`config.mk`:
```
export PLATFORM = sky130hd
export DESIGN_NAME = clip_rectangle_stack_top
export DESIGN_NICKNAME = d
export VERILOG_FILES = /design/src/design/crs_pkg.sv /design/src/design/clip_rectangle_stack_top.sv
export SDC_FILE = /design/constraint.sdc
export NUM_CORES = 2
export LEC_CHECK = 0
export ABC_CLOCK_PERIOD_IN_PS = 21700
export BUFFER_PORTS_ARGS = -buffer_cell sky130_fd_sc_hd__buf_2
export CAP_MARGIN = 20
export CORE_ASPECT_RATIO = 1.4
export CORE_MARGIN = 2
export CORE_UTILIZATION = 40
export DETAILED_ROUTE_END_ITERATION = 7
export PLACE_DENSITY = 0.54
export SLEW_MARGIN = 20
export SYNTH_ARGS = -nofsm -noshare
export SYNTH_HDL_FRONTEND = slang
export SYNTH_SLANG_ARGS = --single-unit
```
`constraint.sdc`:
```
create_clock -name aclk -period 21.7 [get_ports aclk]
set_input_delay 2.17 -clock aclk [delete_from_list [all_inputs] [get_ports aclk]]
set_output_delay 2.17 -clock aclk [all_outputs]
set_load 0.1 [all_outputs]
```
`src/design/crs_pkg.sv`:
```
// Package for the clip rectangle stack: depth constants, action and status
// codes, the rectangle type and the clip and join functions.
// No dependencies.
`default_nettype none

package crs_pkg;

    // Stack geometry
    localparam int STACK_DEPTH = 16;
    localparam int SP_W        = $clog2(STACK_DEPTH + 1);
    localparam int ADDR_W      = $clog2(STACK_DEPTH);

    // Action codes
    localparam logic [1:0] ACT_PUSH      = 2'd0;
    localparam logic [1:0] ACT_POP       = 2'd1;
    localparam logic [1:0] ACT_JOIN      = 2'd2;
    localparam logic [1:0] ACT_INTERSECT = 2'd3;

    // Status codes
    localparam logic [1:0] STAT_OK    = 2'd0;
    localparam logic [1:0] STAT_EMPTY = 2'd1;
    localparam logic [1:0] STAT_FULL  = 2'd2;

    typedef struct packed {
        logic               set;
        logic signed [15:0] h;
        logic signed [15:0] w;
        logic signed [15:0] y;
        logic signed [15:0] x;
    } rect_t;

    // Clip dst to lim; disjoint set rectangles give an all-zero unset result
    function automatic rect_t rect_clip(input rect_t dst, input rect_t lim);
        rect_t              r;
        logic signed [15:0] dst_r;
        logic signed [15:0] dst_b;
        logic signed [15:0] lim_r;
        logic signed [15:0] lim_b;
        logic signed [15:0] new_r;
        logic signed [15:0] new_b;
        logic               overlap;
        r       = dst;
        dst_r   = dst.x + dst.w;
        dst_b   = dst.y + dst.h;
        lim_r   = lim.x + lim.w;
        lim_b   = lim.y + lim.h;
        overlap = (lim.x <= dst_r) && (lim_r >= dst.x) &&
                  (lim.y <= dst_b) && (lim_b >= dst.y);
        if (dst.set && lim.set) begin
            if (!overlap) begin
                r = '0;
            end else begin
                if (dst.x < lim.x) begin
                    r.x = lim.x;
                end
                if (dst.y < lim.y) begin
                    r.y = lim.y;
                end
                // right and bottom use the moved left and top edges
                new_r = r.x + r.w;
                new_b = r.y + r.h;
                if (new_r > lim_r) begin
                    r.w = lim_r - r.x;
                end
                if (new_b > lim_b) begin
                    r.h = lim_b - r.y;
                end
            end
        end
        return r;
    endfunction

    // Grow dst to the bounding box of dst and src
    function automatic rect_t rect_join(input rect_t dst, input rect_t src);
        rect_t              r;
        logic signed [15:0] src_r;
        logic signed [15:0] src_b;
        logic signed [15:0] new_r;
        logic signed [15:0] new_b;
        r     = dst;
        src_r = src.x + src.w;
        src_b = src.y + src.h;
        if (src.set) begin
            if (!dst.set) begin
                r = src;
            end else begin
                if (dst.x > src.x) begin
                    r.x = src.x;
                end
                if (dst.y > src.y) begin
                    r.y = src.y;
                end
                new_r = r.x + r.w;
                new_b = r.y + r.h;
                if (new_r < src_r) begin
                    r.w = src_r - r.x;
                end
                if (new_b < src_b) begin
                    r.h = src_b - r.y;
                end
            end
        end
        return r;
    endfunction

endpackage

`default_nettype wire

```
`src/design/clip_rectangle_stack_top.sv`:
```
// Clip rectangle stack: an accepted beat is registered with the top entry and
// the one below it from the stack memories; EXEC then updates, writes back
// and loads the result. A new beat waits for IDLE and a free result register.
// Reset clears the stack pointer and the handshake state; the stack memories
// are not cleared; entries at or above the pointer never reach the result.
// Depends on crs_pkg.
`default_nettype none

module clip_rectangle_stack_top
    import crs_pkg::*;
(
    input  wire               aclk,
    input  wire               aresetn,
    input  wire               s_valid,
    output logic              s_ready,
    input  wire        [1:0]  s_action,
    input  wire signed [15:0] s_rect_x,
    input  wire signed [15:0] s_rect_y,
    input  wire signed [15:0] s_rect_width,
    input  wire signed [15:0] s_rect_height,
    input  wire               s_rect_set,
    output logic              m_valid,
    input  wire               m_ready,
    output logic signed [15:0] m_top_x,
    output logic signed [15:0] m_top_y,
    output logic signed [15:0] m_top_width,
    output logic signed [15:0] m_top_height,
    output logic              m_top_set,
    output logic       [4:0]  m_stack_level,
    output logic       [1:0]  m_status
);

    localparam logic ST_IDLE = 1'b0;
    localparam logic ST_EXEC = 1'b1;

    localparam logic [SP_W-1:0] SP_FULL = SP_W'(STACK_DEPTH);

    // Stack memories
    logic [31:0] mem_corner [STACK_DEPTH];
    logic [32:0] mem_extent [STACK_DEPTH];

    logic                state_reg;
    logic                state_next;
    logic [SP_W-1:0]     sp_reg;
    logic [SP_W-1:0]     sp_next;
    logic [1:0]          act_reg;
    rect_t               op_reg;
    logic [31:0]         top_corner_reg;
    logic [32:0]         top_extent_reg;
    logic [31:0]         below_corner_reg;
    logic [32:0]         below_extent_reg;

    logic                out_valid_reg;
    rect_t               out_rect_reg;
    logic [4:0]          out_level_reg;
    logic [1:0]          out_status_reg;

    logic                accept;
    logic [SP_W-1:0]     sp_m1;
    logic [SP_W-1:0]     sp_m2;
    logic [ADDR_W-1:0]   top_idx;
    logic [ADDR_W-1:0]   below_idx;
    rect_t               top_rect;
    rect_t               below_rect;
    rect_t               new_rect;
    rect_t               res_rect;
    logic                wr_en;
    logic [ADDR_W-1:0]   wr_addr;
    logic [1:0]          status;
    logic [SP_W+4:0]     level_wide;

    assign accept    = s_valid && s_ready;
    assign s_ready   = (state_reg == ST_IDLE) && (!out_valid_reg || m_ready);
    assign sp_m1     = sp_reg - SP_W'(1);
    assign sp_m2     = sp_reg - SP_W'(2);
    assign top_idx   = sp_m1[ADDR_W-1:0];
    assign below_idx = sp_m2[ADDR_W-1:0];

    // Unpack the entries read in the accept cycle
    always_comb begin
        top_rect.x     = top_corner_reg[15:0];
        top_rect.y     = top_corner_reg[31:16];
        top_rect.w     = top_extent_reg[15:0];
        top_rect.h     = top_extent_reg[31:16];
        top_rect.set   = top_extent_reg[32];
        below_rect.x   = below_corner_reg[15:0];
        below_rect.y   = below_corner_reg[31:16];
        below_rect.w   = below_extent_reg[15:0];
        below_rect.h   = below_extent_reg[31:16];
        below_rect.set = below_extent_reg[32];
    end

    // Apply the action to the top entry
    always_comb begin
        new_rect = top_rect;
        res_rect = top_rect;
        wr_en    = 1'b0;
        wr_addr  = top_idx;
        sp_next  = sp_reg;
        status   = STAT_OK;
        unique case (act_reg)
            ACT_PUSH: begin
                if (sp_reg == SP_FULL) begin
                    status = STAT_FULL;
                end else begin
                    new_rect = (sp_reg != '0) ? rect_clip(op_reg, top_rect) : op_reg;
                    res_rect = new_rect;
                    wr_en    = 1'b1;
                    wr_addr  = sp_reg[ADDR_W-1:0];
                    sp_next  = sp_reg + SP_W'(1);
                end
            end
            ACT_POP: begin
                if (sp_reg == '0) begin
                    status = STAT_EMPTY;
                end else begin
                    res_rect = below_rect;
                    sp_next  = sp_m1;
                end
            end
            ACT_JOIN: begin
                if (sp_reg == '0) begin
                    status = STAT_EMPTY;
                end else begin
                    new_rect = rect_join(top_rect, op_reg);
                    res_rect = new_rect;
                    wr_en    = 1'b1;
                end
            end
            ACT_INTERSECT: begin
                if (sp_reg == '0) begin
                    status = STAT_EMPTY;
                end else begin
                    new_rect = rect_clip(top_rect, op_reg);
                    res_rect = new_rect;
                    wr_en    = 1'b1;
                end
            end
            default: begin
                status = STAT_OK;
            end
        endcase
    end

    assign level_wide = {5'd0, sp_next};

    always_comb begin
        state_next = state_reg;
        unique case (state_reg)
            ST_IDLE: begin
                if (accept) begin
                    state_next = ST_EXEC;
                end
            end
            ST_EXEC: begin
                state_next = ST_IDLE;
            end
            default: begin
                state_next = ST_IDLE;
            end
        endcase
    end

    // Control state
    always_ff @(posedge aclk) begin
        if (!aresetn) begin
            state_reg     <= ST_IDLE;
            sp_reg        <= '0;
            out_valid_reg <= 1'b0;
        end else begin
            state_reg <= state_next;
            if (state_reg == ST_EXEC) begin
                sp_reg        <= sp_next;
                out_valid_reg <= 1'b1;
            end else if (m_ready) begin
                out_valid_reg <= 1'b0;
            end
        end
    end

    // Capture the input beat and read the top two entries
    always_ff @(posedge aclk) begin
        if (accept) begin
            act_reg          <= s_action;
            op_reg.x         <= s_rect_x;
            op_reg.y         <= s_rect_y;
            op_reg.w         <= s_rect_width;
            op_reg.h         <= s_rect_height;
            op_reg.set       <= s_rect_set;
            top_corner_reg   <= mem_corner[top_idx];
            top_extent_reg   <= mem_extent[top_idx];
            below_corner_reg <= mem_corner[below_idx];
            below_extent_reg <= mem_extent[below_idx];
        end
    end

    // Write back the updated entry
    always_ff @(posedge aclk) begin
        if ((state_reg == ST_EXEC) && wr_en) begin
            mem_corner[wr_addr] <= {new_rect.y, new_rect.x};
            mem_extent[wr_addr] <= {new_rect.set, new_rect.h, new_rect.w};
        end
    end

    // Load the result register; an absent or unset top reads as zero
    always_ff @(posedge aclk) begin
        if (state_reg == ST_EXEC) begin
            out_rect_reg   <= ((sp_next != '0) && res_rect.set) ? res_rect : '0;
            out_level_reg  <= level_wide[4:0];
            out_status_reg <= status;
        end
    end

    assign m_valid       = out_valid_reg;
    assign m_top_x       = out_rect_reg.x;
    assign m_top_y       = out_rect_reg.y;
    assign m_top_width   = out_rect_reg.w;
    assign m_top_height  = out_rect_reg.h;
    assign m_top_set     = out_rect_reg.set;
    assign m_stack_level = out_level_reg;
    assign m_status      = out_status_reg;

endmodule

`default_nettype wire
```
Word-level counts from Yosys, hierarchy flattened
Memories as Yosys holds them, arrays and structs flattened. A register that Yosys moved wholly into a read port is not among the register bits.
Cells that the tools add are included.
- input port bits: 71
- logic and storage cells: 150
- memories kept: 2
- bits in writable memories: 1040
- bits in registers: 146
- output and inout bits: 74
- mux-type cells: 68
- add/sub/neg operators: 19
- reductions and logical operators: 20
- eq/ne operators: 4
- bitwise gates (word level): 1
- magnitude comparators: 20
- memories (memory ; depth ; bits a word ; read ports ; clocked after memory_dff ; write ports ; line ; RTL):
    mem_extent ; 16 ; 33 ; 2 ; 2 ; 1 ; clip_rectangle_stack_top.sv:40 ; logic [32:0] mem_extent [STACK_DEPTH];
    mem_corner ; 16 ; 32 ; 2 ; 2 ; 1 ; clip_rectangle_stack_top.sv:39 ; logic [31:0] mem_corner [STACK_DEPTH];
- operators with widths (operator ; number):
    two-way mux 16 bit ; 36
    two-way mux 65 bit ; 8
    case mux 65 bit (4 select lines) ; 1
    case mux 65 bit (3 select lines) ; 1
    two-way mux 64 bit ; 3
    adder 16 bit ; 10
    greater-than comparator 16 bit ; 6
    < comparator 16 bit ; 6
    subtractor 16 bit ; 6
    greater-or-equal comparator 16 bit ; 4
    less-or-equal comparator 16 bit ; 4
    logical AND 1 bit ; 11
    two-way mux 1 bit ; 10
    two-way mux 5 bit ; 2
    case mux 5 bit (2 select lines) ; 1
    nonzero test 5 bit ; 2
    two-way mux 4 bit ; 2
    adder 5 x 1 -> 5 bit, second input constant ; 1
    equality test 5 bit, second input constant ; 1
    logical NOT 5 bit ; 1
    subtractor 5 x 1 -> 5 bit, second input constant ; 1
    equality test 2 bit, second input constant ; 2
    case mux 1 bit (2 select lines) ; 2
    case mux 2 bit (2 select lines) ; 1
    10 further kinds ; 10

Longest topological paths before layout
- depth after elaboration: 18
- gate-level depth with buffers: 36

Least setup slack after synthesis
OpenSTA, ideal clock, no wires.
- path kind: input -> register
- from: in m_ready
- to: reg act_reg[0], enable pin
- buffers on the path: 0
- required time: 21.122 ns
- stages: 3
- setup slack: 12.705 ns
- data arrival time: 8.418 ns
- setup time: 0.578 ns
- cells stage by stage: inv_1 a21oi_1 and2_1
- longest elaborated chain between the ends: 3
- RTL lines (item ; line ; RTL):
    start: declaration ; clip_rectangle_stack_top.sv:23 ; input wire m_ready,
    logical OR 1 bit ; clip_rectangle_stack_top.sv:73 ; assign s_ready = (state_reg == ST_IDLE) && (!out_valid_reg || m_ready);
    logical AND 1 bit ; clip_rectangle_stack_top.sv:73 ;
    net s_ready ; clip_rectangle_stack_top.sv:15 ; output logic s_ready,
    logical AND 1 bit ; clip_rectangle_stack_top.sv:72 ; assign accept = s_valid && s_ready;
    net accept ; clip_rectangle_stack_top.sv:58 ; logic accept;
    end signal: assignment ; clip_rectangle_stack_top.sv:184 ; act_reg <= s_action;
    end: declaration ; clip_rectangle_stack_top.sv:46 ; logic [1:0] act_reg;
The timed path passes the listed nets, and every way through them passes these cells.
A chain may end at the register's enable or synchronous reset.

Worst setup path in the final report
- from: reg op_reg[31] (netlist bit)
- to: reg out_rect_reg (netlist bit m_top_height[9]), data pin
- longest elaborated chain between the ends: 14
- elaborated cells between the ends (all ways): 53
- those cells by class: add/sub: 7; order compare: 10; mux: 31; reduce/logical: 5
- RTL lines (item ; line ; RTL):
    start: declaration ; clip_rectangle_stack_top.sv:47 ; rect_t op_reg;
    < comparator 16 bit ; crs_pkg.sv:56 ; if (dst.y < lim.y) begin
    two-way mux 16 bit ; crs_pkg.sv:56 ;
    two-way mux 16 bit ; crs_pkg.sv:50 ; if (!overlap) begin
    two-way mux 16 bit ; crs_pkg.sv:49 ; if (dst.set && lim.set) begin
    two-way mux 16 bit ; clip_rectangle_stack_top.sv:103 ; if (sp_reg == SP_FULL) begin
    two-way mux 16 bit ; clip_rectangle_stack_top.sv:101 ; unique case (act_reg)
    adder 16 bit ; crs_pkg.sv:61 ; new_b = r.y + r.h;
    greater-than comparator 16 bit ; crs_pkg.sv:65 ; if (new_b > lim_b) begin
    two-way mux 16 bit ; crs_pkg.sv:65 ;
    two-way mux 64 bit ; crs_pkg.sv:50 ;
    two-way mux 65 bit ; crs_pkg.sv:49 ;
    two-way mux 65 bit ; clip_rectangle_stack_top.sv:106 ; new_rect = (sp_reg != '0) ? rect_clip(op_reg, top_rect) : op_reg;
    two-way mux 65 bit ; clip_rectangle_stack_top.sv:103 ;
    case mux 65 bit (4 select lines) (*) ; clip_rectangle_stack_top.sv:101 ;
    end signal: assignment ; clip_rectangle_stack_top.sv:208 ; out_rect_reg <= ((sp_next != '0) && res_rect.set) ? res_rect : '0;
    end: declaration ; clip_rectangle_stack_top.sv:54 ; rect_t out_rect_reg;
Mark *: on every way between the ends. The rest lies on a longest branch, timed or not. The select of a mux whose other input is x is not followed.

==> summary.txt <==
Status
  – Status: complete, no violations

Critical path
  – Worst path depth: 31
  – Worst EP required: 22.09 ns
  – Crit path kind: register to register
  – Slowest stage delay, CP: 0.88 ns
  – Worst path top cell family by delay: compound AO/OA/AOI/OAI gates
  – Crit. End Element: register
  – Worst path bufs/invs: 3
  – CP Max Fanout: 50
  – Critical path arrival: 10.77 ns
  – Critical-path top delay cell: a211oi_1
  – Critical Path Source Type: register
  – Worst reg2reg path depth: 31

Logic synthesis
  – Syn avg cell area: 13.6 um2
  – Synth area leaders: edfxtp_1, mux4_2, ha_1, nand2_1, a21oi_1
  – Top post-synthesis cells by count: edfxtp_1, mux4_2, nand2_1, ha_1, a21oi_1
  – Top-area cell type share of the netlist area: 0.510
  – Post-synthesis instance total: 5,661
  – Top_reg_cell synth: edfxtp_1
  – Syn Nets: 6,189
  – Post-synth cell types: 95
  – Post-synthesis sequential area ratio: 0.512
  – Number of synthesized flops with an enable pin: 1,309
  – Most common cell in the synthesized netlist: edfxtp_1
  – Yosys warns: 0
  – Area leader, netlist: edfxtp_1
  – Async S/R FF share, synth: 0
  – Register bit total from synthesis: 1,316
  – Post-Synthesis Cell Area: 77,100 um2

GRT
  – Largest net degree at the start of global routing: 145
  – Total grt overflow: 0
  – GR Util All Layers: 0.284
  – Global-route wire length before repair: 396,000 um
  – Vias in the first global route: 52,500
  – Initial antenna violation count: 14

Final layout
  – Max reg flops: 528
  – Layout cells sized above 1: 0.205
  – Area growth from synthesis to layout: 11.7%
  – Final layout net count: 6,342
  – Finished Layout Cells: 8,414
  – Fill cells: 17,100
  – Final Cell Area: 86,100 um2

Clocking
  – H-tree depth: 4
  – Clock-pin slew on the worst setup and hold paths: 0.06 ns
  – CTS tree: yes
  – Hold Buf Count CTS: 0
  – Clk_lat worst skew: 0.80 ns
  – CTS buffer count: 142
  – Longest Clk Path Bufs: 4
  – Clock sink count: 1,316
  – Root Driver: clkbuf_16
  – Setup Fix Bufs, Post-CTS: 0
  – CTS resizes: 0

Routing
  – DRT Wirelength: 283,000 um
  – Post-route DRC: 0
  – Initial DRT Pass Iterations: 8
  – Wire per inst: 33.6 um
  – Vias: 53,600
  – Iter 0 DRT Violations: 6,065
  – Vias/cell: 6.37
  – Post-DRT Antenna Nets: 0

Power
  – PwrDens: 103 nW/um2
  – Pleak: 29.9 nW
  – Max VDD drop: 0.0000527 V

Run
  – Max-cap viol count: 0

Placed design
  – Gp weighted congestion: 1.01
  – Hpwl dp: 194,000 um
  – DP Cell Count: 8,165
  – Port Buffer Count: 144
  – Placed Area: 81,400 um2

Timing
  – Normalized max-slew margin: 0.256
  – Final min period: 10.37 ns
  – RSZ-0062 raised after global routing: false
  – Fin crit share: 0.478
  – Slew Limit Fails: 0
  – Fmax: 0.0964 GHz
  – Fin. Hold Viols: 0
  – Clk_skew: 0.0386 ns
  – Total Neg Setup Slack: 0 ns
  – Finish-stage setup viols: 0
  – Worst Tran Pin Value: 1.11 ns

Floorplan
  – Core area: 191,000 um2
  – Die X: 375 um
  – Die Y: 523 um
  – Io pins: 145
  – Site Rows: 190
  – Total die area: 196,000 um2
  – Starting density of the core: 0.403

Hold path
  – Hold depth: 2
  – Worst Hold Class: register to register
placed cells by master, fill, tap and decap left out, types with 78 or more instances in the layout:
| cell | Yosys | final |
|---|---|---|
| a21oi_1 | 311 | 300 |
| ha_1 | 441 | 439 |
| nor2_1 | 251 | 230 |
| and2_1 | 82 | 81 |
| a31oi_1 | 113 | 110 |
| o21ai_0 | 226 | 224 |
| nand2_1 | 496 | 494 |
| a21o_1 | 119 | 119 |
| buf_4 | 0 | 135 |
| buf_2 | 17 | 144 |
| nor3_1 | 79 | 78 |
| a211oi_1 | 120 | 119 |
| xnor2_1 | 151 | 149 |
| mux4_2 | 585 | 585 |
| inv_1 | 288 | 288 |
| clkbuf_16 | 0 | 144 |
| edfxtp_1 | 1309 | 1309 |
worst min-delay path: stages, from the launching register on:
cell and delay (ns):
dfxtp_1 0.32, a21oi_1 0.10, nor2b_1 0.12
worst paths after layout:
check,from,end,slack (ns)
setup / recovery,op_reg[31],m_top_height[9],11.33
hold / removal,m_valid,m_valid,0.57
setup reg to reg,op_reg[31],m_top_height[9],11.33
hold reg to reg,m_valid,m_valid,0.57
cells by family (layout without fill, tap and decap cells):
kind of cell / after synthesis / after routing / share of synthesized area
DFF: 1316 / 1316 / 0.512
AOI/OAI and AO/OA: 1278 / 1278 / 0.110
and+or+nand+nor: 1185 / 1185 / 0.0713
muxes: 625 / 625 / 0.176
buffers and inverters: 571 / 824 / 0.0282
adders and majority gates: 457 / 457 / 0.0758
xor gates and xnor gates: 229 / 229 / 0.0266
other: 0 / 4 / 0
area by class of cell:
type	count	area, um2	area share
Clock inverter	76	923	0.0107
Sequential cell	1316	39500	0.458
Multi-Input combinational cell	3774	35800	0.416
Clock buffer	168	3690	0.0429
Timing Repair Buffer	290	1950	0.0226
Antenna cell	4	10.0	0.000116
Inverter	290	1090	0.0126
Tap cell	2496	3120	0.0363
per-layer routing:
| layer | up-vias | share of wire | global-route usage |
|---|---|---|---|
| li1 | 22800 | - | - |
| met1 | 27700 | 0.39 | 0.366 |
| met2 | 2469 | 0.48 | 0.466 |
| met3 | 619 | 0.070 | 0.0404 |
| met4 | 14 | 0.062 | 0.152 |
| met5 | - | 0.00034 | 0 |
stage by stage:
stage           util  hold slack, ns  power (mW)  worst slack [ns]
6_report       0.450           0.575        8.84             11.33
3_3_place_gp   0.425           0.537        6.32             10.92
4_1_cts        0.449           0.578        8.82             10.92
2_1_floorplan      -           0.589        5.16             12.70
5_1_grt        0.450           0.637        9.21             10.96
3_5_place_dp   0.425           0.554        6.33             10.98
power by group:
group	switching [mW]	internal, mW	leakage, nW
clock	1.03	1.46	2.25
sequential	0.0827	2.95	12.0
combinational	2.17	1.16	15.6
No activity file was read; power rests on OpenSTA's default activity.
